`src/hw/rtl/afcc_pkg.sv`:
```
package afcc_pkg;

    // frame geometry
    localparam int FRAME_BYTES = 14;
    localparam logic [3:0] PARITY_START = 4'd11;
    localparam logic [3:0] PARITY_MID = 4'd12;
    localparam logic [3:0] PARITY_END = 4'd13;
    localparam logic [3:0] LEN_GOOD = 4'd14;
    localparam logic [3:0] COUNT_MAX = 4'd15;
    localparam logic [3:0] LAST_PAYLOAD_BYTE = 4'd10;
    localparam logic [6:0] LAST_BIT = 7'd111;

    // crc-24 generator without its top bit
    localparam logic [23:0] POLY_LOW = 24'hFFF409;

    // message fields
    localparam logic [4:0] DF_EXT_SQUITTER = 5'd17;
    localparam logic [4:0] TC_IDENT_LO = 5'd1;
    localparam logic [4:0] TC_IDENT_HI = 5'd4;
    localparam logic [4:0] TC_POS_LO = 5'd9;
    localparam logic [4:0] TC_POS_HI = 5'd18;
    localparam logic [4:0] TC_VELOCITY = 5'd19;

    // result status codes
    localparam logic [2:0] ST_IDENT = 3'd0;
    localparam logic [2:0] ST_AIR_POS = 3'd1;
    localparam logic [2:0] ST_VELOCITY = 3'd2;
    localparam logic [2:0] ST_BAD_LEN = 3'd3;
    localparam logic [2:0] ST_UNCORR = 3'd4;
    localparam logic [2:0] ST_NOT_DF17 = 3'd5;
    localparam logic [2:0] ST_OTHER = 3'd6;

    typedef enum logic [1:0] {
        S_IDLE,
        S_SEARCH,
        S_READ,
        S_CLASSIFY
    } state_t;

    // fold one frame byte into the running remainder
    function automatic logic [23:0] crc_absorb(
        input logic [23:0] rem,
        input logic [3:0]  pos,
        input logic [7:0]  b
    );
        logic [23:0] r;
        r = rem;
        priority if (pos < PARITY_START)
        begin
            r = r ^ {b, 16'h0000};
            for (int k = 0; k < 8; k++)
            begin
                r = {r[22:0], 1'b0} ^ (r[23] ? POLY_LOW : 24'h000000);
            end
        end
        else if (pos == PARITY_START)
        begin
            r = r ^ {b, 16'h0000};
        end
        else if (pos == PARITY_MID)
        begin
            r = r ^ {8'h00, b, 8'h00};
        end
        else if (pos == PARITY_END)
        begin
            r = r ^ {16'h0000, b};
        end
        else
        begin
            // bytes past the frame leave the remainder alone
            r = rem;
        end
        return r;
    endfunction

    // multiply by x modulo the generator
    function automatic logic [23:0] crc_mul_x(input logic [23:0] v);
        return {v[22:0], 1'b0} ^ (v[23] ? POLY_LOW : 24'h000000);
    endfunction

endpackage

```
`src/hw/rtl/afcc_ram.sv`:
```
module afcc_ram #(
    parameter int WIDTH = 8,
    parameter int DEPTH = 16
) (
    input  logic                     clk,
    input  logic                     we,
    input  logic [$clog2(DEPTH)-1:0] waddr,
    input  logic [WIDTH-1:0]         wdata,
    input  logic [$clog2(DEPTH)-1:0] raddr,
    output logic [WIDTH-1:0]         rdata
);

    logic [WIDTH-1:0] mem_reg [DEPTH];
    logic [WIDTH-1:0] rdata_reg;

    always_ff @(posedge clk)
    begin
        if (we)
        begin
            mem_reg[waddr] <= wdata;
        end
        rdata_reg <= mem_reg[raddr];
    end

    assign rdata = rdata_reg;

endmodule

```
`src/hw/rtl/adsb_frame_crc_correct_classify_core.sv`:
```
// extended squitter receiver: crc-24 check, single-bit repair, classification
//
// input: a frame byte is taken at a rising edge with start high and busy low;
// frame_byte carries the byte msb first, last_byte marks the final byte.
// non-final bytes leave busy low; bytes go into a 14-entry frame memory
// while the 24-bit remainder is updated on the fly.
// output: result_valid is high for exactly one cycle with status,
// was_corrected, flipped_bit, icao_address, msg_type and me_payload.
// the receiver cannot stall; the result is held on the ports until the next one.
// processing after the last byte's transaction:
//   bad length: result shows in the next cycle, busy stays low
//   clean frame: 11 memory reads, then a classify state gives the result
//   syndrome nonzero: a search over the 112 bit positions first (one candidate bit
//   syndrome per cycle, x^(111-i) mod g, walked from the last bit down),
//   then the reads and classify on a hit, else an uncorrectable result
// reset clears the byte count, the remainder and the state machine; the frame
// memory keeps no reset and is always rewritten before it is read.
module adsb_frame_crc_correct_classify_core (
    input  logic        clk,
    input  logic        rst_n,
    input  logic        start,
    output logic        busy,
    input  logic [7:0]  frame_byte,
    input  logic        last_byte,
    output logic        result_valid,
    output logic [2:0]  status,
    output logic        was_corrected,
    output logic [6:0]  flipped_bit,
    output logic [23:0] icao_address,
    output logic [4:0]  msg_type,
    output logic [55:0] me_payload
);
    import afcc_pkg::*;

    // control state
    state_t      state_reg, state_next;
    logic [3:0]  count_reg, count_next;
    logic [23:0] rem_reg, rem_next;
    logic [23:0] syn_reg, syn_next;
    logic [23:0] cand_reg, cand_next;
    logic [6:0]  idx_reg, idx_next;
    logic [3:0]  rd_cnt_reg, rd_cnt_next;
    logic        cap_reg, cap_next;
    logic [3:0]  cap_addr_reg;
    logic        corr_reg, corr_next;
    logic [6:0]  flip_reg, flip_next;

    // payload collected from memory
    logic [87:0] fr_reg;

    // result registers
    logic        res_valid_reg, res_valid_next;
    logic [2:0]  status_reg, status_next;
    logic        was_corr_reg, was_corr_next;
    logic [6:0]  flipped_reg, flipped_next;
    logic [23:0] icao_reg, icao_next;
    logic [4:0]  tc_reg, tc_next;
    logic [55:0] me_reg, me_next;

    // memory port signals
    logic        ram_we;
    logic [3:0]  ram_raddr;
    logic [7:0]  ram_rdata;

    logic        accept;
    logic [3:0]  count_inc;
    logic [23:0] rem_upd;
    logic [7:0]  byte_fixed;
    logic [87:0] word;
    logic [4:0]  word_df;
    logic [4:0]  word_tc;
    logic        cand_hit;

    assign accept    = start && (state_reg == S_IDLE);
    assign count_inc = (count_reg == COUNT_MAX) ? COUNT_MAX : count_reg + 4'd1;
    assign rem_upd   = crc_absorb(rem_reg, count_reg, frame_byte);
    assign ram_we    = accept && (count_reg < LEN_GOOD);
    assign ram_raddr = rd_cnt_reg;
    assign cand_hit  = (cand_reg == syn_reg);

    // byte coming back from memory, repaired if it holds the flipped bit
    assign byte_fixed = ram_rdata ^
        ((corr_reg && (flip_reg[6:3] == cap_addr_reg)) ? (8'h80 >> flip_reg[2:0]) : 8'h00);
    assign word    = {fr_reg[79:0], byte_fixed};
    assign word_df = word[87:83];
    assign word_tc = word[55:51];

    afcc_ram #(
        .WIDTH(8),
        .DEPTH(FRAME_BYTES)
    ) u_frame_ram (
        .clk  (clk),
        .we   (ram_we),
        .waddr(count_reg),
        .wdata(frame_byte),
        .raddr(ram_raddr),
        .rdata(ram_rdata)
    );

    // next state
    always_comb
    begin
        state_next = state_reg;
        unique case (state_reg)
            S_IDLE:
            begin
                if (accept && last_byte && (count_inc == LEN_GOOD))
                begin
                    state_next = (rem_upd == 24'h000000) ? S_READ : S_SEARCH;
                end
            end
            S_SEARCH:
            begin
                if (cand_hit)
                begin
                    state_next = S_READ;
                end
                else if (idx_reg == 7'd0)
                begin
                    state_next = S_IDLE;
                end
            end
            S_READ:
            begin
                if (rd_cnt_reg == LAST_PAYLOAD_BYTE)
                begin
                    state_next = S_CLASSIFY;
                end
            end
            S_CLASSIFY:
            begin
                state_next = S_IDLE;
            end
            default:
            begin
                state_next = S_IDLE;
            end
        endcase
    end

    // datapath and outputs
    always_comb
    begin
        count_next     = count_reg;
        rem_next       = rem_reg;
        syn_next       = syn_reg;
        cand_next      = cand_reg;
        idx_next       = idx_reg;
        rd_cnt_next    = rd_cnt_reg;
        cap_next       = 1'b0;
        corr_next      = corr_reg;
        flip_next      = flip_reg;
        res_valid_next = 1'b0;
        status_next    = status_reg;
        was_corr_next  = was_corr_reg;
        flipped_next   = flipped_reg;
        icao_next      = icao_reg;
        tc_next        = tc_reg;
        me_next        = me_reg;

        unique case (state_reg)
            S_IDLE:
            begin
                if (accept)
                begin
                    count_next = count_inc;
                    if (count_reg < LEN_GOOD)
                    begin
                        rem_next = rem_upd;
                    end
                    if (last_byte)
                    begin
                        // end of frame: restart the count and remainder
                        count_next  = 4'd0;
                        rem_next    = 24'h000000;
                        syn_next    = rem_upd;
                        cand_next   = 24'h000001;
                        idx_next    = LAST_BIT;
                        rd_cnt_next = 4'd0;
                        corr_next   = 1'b0;
                        flip_next   = 7'd0;
                        if (count_inc != LEN_GOOD)
                        begin
                            res_valid_next = 1'b1;
                            status_next    = ST_BAD_LEN;
                            was_corr_next  = 1'b0;
                            flipped_next   = 7'd0;
                            icao_next      = 24'h000000;
                            tc_next        = 5'd0;
                            me_next        = 56'h0;
                        end
                    end
                end
            end
            S_SEARCH:
            begin
                if (cand_hit)
                begin
                    corr_next = 1'b1;
                    flip_next = idx_reg;
                end
                else if (idx_reg == 7'd0)
                begin
                    res_valid_next = 1'b1;
                    status_next    = ST_UNCORR;
                    was_corr_next  = 1'b0;
                    flipped_next   = 7'd0;
                    icao_next      = 24'h000000;
                    tc_next        = 5'd0;
                    me_next        = 56'h0;
                end
                else
                begin
                    cand_next = crc_mul_x(cand_reg);
                    idx_next  = idx_reg - 7'd1;
                end
            end
            S_READ:
            begin
                cap_next    = 1'b1;
                rd_cnt_next = rd_cnt_reg + 4'd1;
            end
            S_CLASSIFY:
            begin
                res_valid_next = 1'b1;
                was_corr_next  = corr_reg;
                flipped_next   = flip_reg;
                if (word_df != DF_EXT_SQUITTER)
                begin
                    status_next = ST_NOT_DF17;
                    icao_next   = 24'h000000;
                    tc_next     = 5'd0;
                    me_next     = 56'h0;
                end
                else
                begin
                    icao_next = word[79:56];
                    tc_next   = word_tc;
                    me_next   = word[55:0];
                    priority if (word_tc >= TC_IDENT_LO && word_tc <= TC_IDENT_HI)
                    begin
                        status_next = ST_IDENT;
                    end
                    else if (word_tc >= TC_POS_LO && word_tc <= TC_POS_HI)
                    begin
                        status_next = ST_AIR_POS;
                    end
                    else if (word_tc == TC_VELOCITY)
                    begin
                        status_next = ST_VELOCITY;
                    end
                    else
                    begin
                        status_next = ST_OTHER;
                    end
                end
            end
            default:
            begin
                cap_next = 1'b0;
            end
        endcase
    end

    always_ff @(posedge clk or negedge rst_n)
    begin
        if (!rst_n)
        begin
            state_reg     <= S_IDLE;
            count_reg     <= 4'd0;
            rem_reg       <= 24'h000000;
            rd_cnt_reg    <= 4'd0;
            cap_reg       <= 1'b0;
            corr_reg      <= 1'b0;
            res_valid_reg <= 1'b0;
        end
        else
        begin
            state_reg     <= state_next;
            count_reg     <= count_next;
            rem_reg       <= rem_next;
            rd_cnt_reg    <= rd_cnt_next;
            cap_reg       <= cap_next;
            corr_reg      <= corr_next;
            res_valid_reg <= res_valid_next;
        end
    end

    always_ff @(posedge clk)
    begin
        syn_reg      <= syn_next;
        cand_reg     <= cand_next;
        idx_reg      <= idx_next;
        flip_reg     <= flip_next;
        cap_addr_reg <= rd_cnt_reg;
        if (cap_reg)
        begin
            fr_reg <= word;
        end
        status_reg   <= status_next;
        was_corr_reg <= was_corr_next;
        flipped_reg  <= flipped_next;
        icao_reg     <= icao_next;
        tc_reg       <= tc_next;
        me_reg       <= me_next;
    end

    assign busy          = (state_reg != S_IDLE);
    assign result_valid  = res_valid_reg;
    assign status        = status_reg;
    assign was_corrected = was_corr_reg;
    assign flipped_bit   = flipped_reg;
    assign icao_address  = icao_reg;
    assign msg_type      = tc_reg;
    assign me_payload    = me_reg;

    // the search only runs on a nonzero syndrome
    assert property (@(posedge clk) disable iff (!rst_n)
        (state_reg == S_SEARCH) |-> (syn_reg != 24'h000000))
        else $error("syndrome search entered with zero syndrome");

    // memory reads stay inside the payload bytes
    assert property (@(posedge clk) disable iff (!rst_n)
        (state_reg == S_READ) |-> (rd_cnt_reg <= LAST_PAYLOAD_BYTE))
        else $error("frame read address out of range");

    // a repaired frame never reports a length or crc failure
    assert property (@(posedge clk) disable iff (!rst_n)
        (result_valid && was_corrected) |->
        (status != ST_BAD_LEN && status != ST_UNCORR))
        else $error("corrected frame with failure status");

    // without a repair the bit index is zero
    assert property (@(posedge clk) disable iff (!rst_n)
        (result_valid && !was_corrected) |-> (flipped_bit == 7'd0))
        else $error("flipped bit reported without a repair");

    // the classify cycle always produces a transaction in the next cycle
    assert property (@(posedge clk) disable iff (!rst_n)
        (state_reg == S_CLASSIFY) |=> result_valid)
        else $error("classify did not produce a result");

endmodule

```
`config.mk`:
```
export PLATFORM = sky130hd
export DESIGN_NAME = adsb_frame_crc_correct_classify_core
export DESIGN_NICKNAME = d
export VERILOG_FILES = /design/src/hw/rtl/afcc_pkg.sv /design/src/hw/rtl/afcc_ram.sv /design/src/hw/rtl/adsb_frame_crc_correct_classify_core.sv
export SDC_FILE = /design/constraint.sdc
export NUM_CORES = 1
export LEC_CHECK = 0
export BUFFER_PORTS_ARGS = -buffer_cell sky130_fd_sc_hd__buf_2
export CAP_MARGIN = 20
export CELL_PAD_IN_SITES_DETAIL_PLACEMENT = 1
export CELL_PAD_IN_SITES_GLOBAL_PLACEMENT = 2
export CORE_MARGIN = 2
export CORE_UTILIZATION = 40
export DETAILED_ROUTE_END_ITERATION = 6
export PLACE_DENSITY = 0.84
export SLEW_MARGIN = 5
export SYNTH_ARGS = -nofsm -noshare
export SYNTH_HDL_FRONTEND = slang
export SYNTH_SLANG_ARGS = --single-unit
export TNS_END_PERCENT = 20
```
`constraint.sdc`:
```
create_clock -name clk -period 4.6 [get_ports clk]
set_clock_uncertainty 0.2 [all_clocks]
set_input_delay 0.92 -clock clk [delete_from_list [all_inputs] [get_ports clk]]
set_output_delay 0.92 -clock clk [all_outputs]
set_load 0.02 [all_outputs]
```
==> results.md <==
* Cell variety after synth at 58
* Maximum clock rate at slightly below 300 MHz
* # Post-CTS Setup Buffers at 0
* Largest register FFs at approximately 110
* Final GP Congestion at approximately 0.82
* RSZ-0062 raised after global routing: no
* CTS tree: done
* CTS Buffer Depth at 3
* Top Ports at 110
* Synthesized area at about 16,000 sq um
* CTS Hold Buffers Added at 0
* Top cells by count, synth: edfxtp_1, and3_1, xnor2_1, clkbuf_1, nand2_1
* First-pass GRT wire length at around 57 mm
* Drt via density at 5.30
* Post-CTS sizing at 0
* Final hold violations at 0
* Clock slew at reported path FFs at 0.06 ns
* Clock power frac at 0.253
* # clock sinks at slightly below 400
* Initial antenna violation count at 0
* Pre-antenna DRT Iters at 5
* Synth area leaders: edfxtp_1, dfrtp_1, mux4_2
* Leading area contributor after synthesis: edfxtp_1
* Syn Area/Cell at between 15 and 20 sq um
* Sequential area share after synthesis at 0.700
* Global route overflow at 0
* LEAKAGE at 6.90 nW
* Worst slew pin tran at around 1.0 ns
* Switch Pwr at approximately 0.0045 W
* CP max stage cell: dfrtp_1
* Switch share at 0.344
* Synthesized instance count at 1,034
* Layout area overhead at 15.4%
* Row count at 74
* Antenna diode count at 0
* Power Density at 696 nW/um^2
* Vias in the first global route at around 9,500
* Routed WL at around 37 mm
* Critical-path cell list: inv_1 -> ha_1 -> and3b_1 -> nand2_1 -> xnor2_1 -> mux2_2 -> or4_1 -> nor4_2 -> a31o_1
* Post-place setup slack at 0.620 ns
* Final Util at 0.465
* Worst-path fanout max at 17
* DRC viols at 0
* Post-DP HPWL at 23.8 mm
* Delay of the slowest critical-path stage at roughly 0.55 ns
* Top-area cell type share of the netlist area at 0.629
* Post-route setup slack at 1.18 ns
* VDD IR-drop max at 382 uV
* Setup violators final at 0
* Crit path DAT at 3.74 ns
* Ys flop type: edfxtp_1
* Critical Path RT at 4.92 ns
* Setup crit end kind: flop
* Initial core utilization at 0.403
* Tmin final at between 3 and 4 ns
* Critical path startpoint category: flop
* Count leader, synth: edfxtp_1
* Outcome: finished, final reports clean
* Setup tns final at 0 ns
* Die width at about 200 um
* Cell count of the worst hold path at 0
* Iter 0 DRT Violations at between 500 and 600
* H-tree depth at 2
* Sequential share of power at 0.440
* Nets at roughly 1,200
* Post-synth ARST share at 0.0946
* Via Count at 9,083
* Logic gate share of total power at 0.308
* Max-slew violations at 0
* Core ar. at just over 40,000 sq um
* Slew margin rel. at 0.312
* Period utilization at 0.744
* Synth Warn # at 0
* Max-Cap Viols at 0
* Full die area at about 42,000 sq um
* HP Class: reg -> reg
* I/O Buffers at roughly 110
* CTS Buf Count at 42
* Syn_nets at about 1,100
* #FFs+latches synth at ~390
* Fraction of layout cells with a size suffix above 1 at 0.220
* Worst r2r path cells at 9
* Internal power at roughly 0.0086 W
* Clk root buf: clkbuf_16
* Chip height at between 200 and 250 um
* EDFF count, synth at 342
* Worst skew pair latency at approximately 0.57 ns
* Setup CP Type: reg -> reg
* Routed len/inst at 21.5 um
* Largest net degree at the start of global routing at slightly below 80
* GRT Overall Usage at 0.177
* Post-DRT Antenna Nets at 0
-- stage by stage --
stage	power, W	std cells	hold slack (ns)	area, sq um
floorplan	0.00851	1034	0.172	16300
global placement	0.00976	1635	0.221	17500
detailed placement	0.00990	1635	0.227	17500
CTS	0.0132	1712	0.243	18800
global route	0.0138	1713	0.248	18800
finish	0.0131	1713	0.241	18800
-- final timing paths --
path / from / endpoint / slack (ns)
hold / removal: fr_reg[68] / fr_reg[76] / 0.24
hold reg to reg: fr_reg[68] / fr_reg[76] / 0.24
setup / recovery: count_reg[1] / state_reg[1] / 1.18
setup reg to reg: count_reg[1] / state_reg[1] / 1.18
min in group asynchronous: rst_n / rem_reg[8] / 0.30
max in group asynchronous: rst_n / cap_reg / 3.16
-- routing by layer --
metal / share of wire / vias up / track usage
met5: 0 / - / 0
met4: 0.018 / 0 / 0.0523
met3: 0.048 / 46 / 0.0279
met2: 0.48 / 219 / 0.289
met1: 0.45 / 4692 / 0.245
li1: - / 4126 / -
-- kinds of logic after synthesis --
group / count (synthesis) / share of synthesized area
adder cells (fa/ha/maj): 11 / 0.00843
multiplexers: 49 / 0.0554
flip-flops: 391 / 0.700
XOR/XNOR: 113 / 0.0739
buffers and inverters: 74 / 0.0182
AND/OR/NAND/NOR: 288 / 0.0981
AO/OA/AOI/OAI: 108 / 0.0457
-- cell type report --
cell class	count	area, sq um
clock buffer	48	1070
timing repair buffer	131	714
clock inverter	29	270
inverter	13	48.8
multi-input combinational	569	4630
fill	3984	21700
sequential	391	11400
tap	532	666
-- power by group through the flow --
| stage | logic (W) | clock network, W | registers, W |
|---|---|---|---|
| final | 0.00404 | 0.00332 | 0.00577 |
| after floorplan | 0.00247 | 0 | 0.00605 |
| after CTS | 0.00407 | 0.00339 | 0.00579 |
| after global routing | 0.00439 | 0.00352 | 0.00588 |
| after global placement | 0.00395 | 0 | 0.00580 |
| after detailed placement | 0.00405 | 0 | 0.00585 |
-- cells in the final DEF, fill, tap and decap left out, types with 21 or more instances in the layout --
cell type  Yosys  final
edfxtp_1     342    342
buf_2          0    109
and3_1        78     77
xnor2_1       64     64
nand2_1       46     46
and2_1        43     43
clkbuf_16      0     42
nor2_1        38     38
dfrtp_1       37     35
mux4_2        32     32
xor2_1        31     31
a22o_1        30     30
o21ai_0       27     27
buf_4          5     21
-- worst max-delay path, delay by kind of cell, from the launching register on --
kind	cells	cell delay (ns)
fa+ha+maj	1	0.43
flops	1	0.55
mux	1	0.29
buf+inv	1	0.11
xor+xnor	1	0.16
simple gates	4	1.43
compound gates	1	0.19
Power figures use the tool's default switching activity.
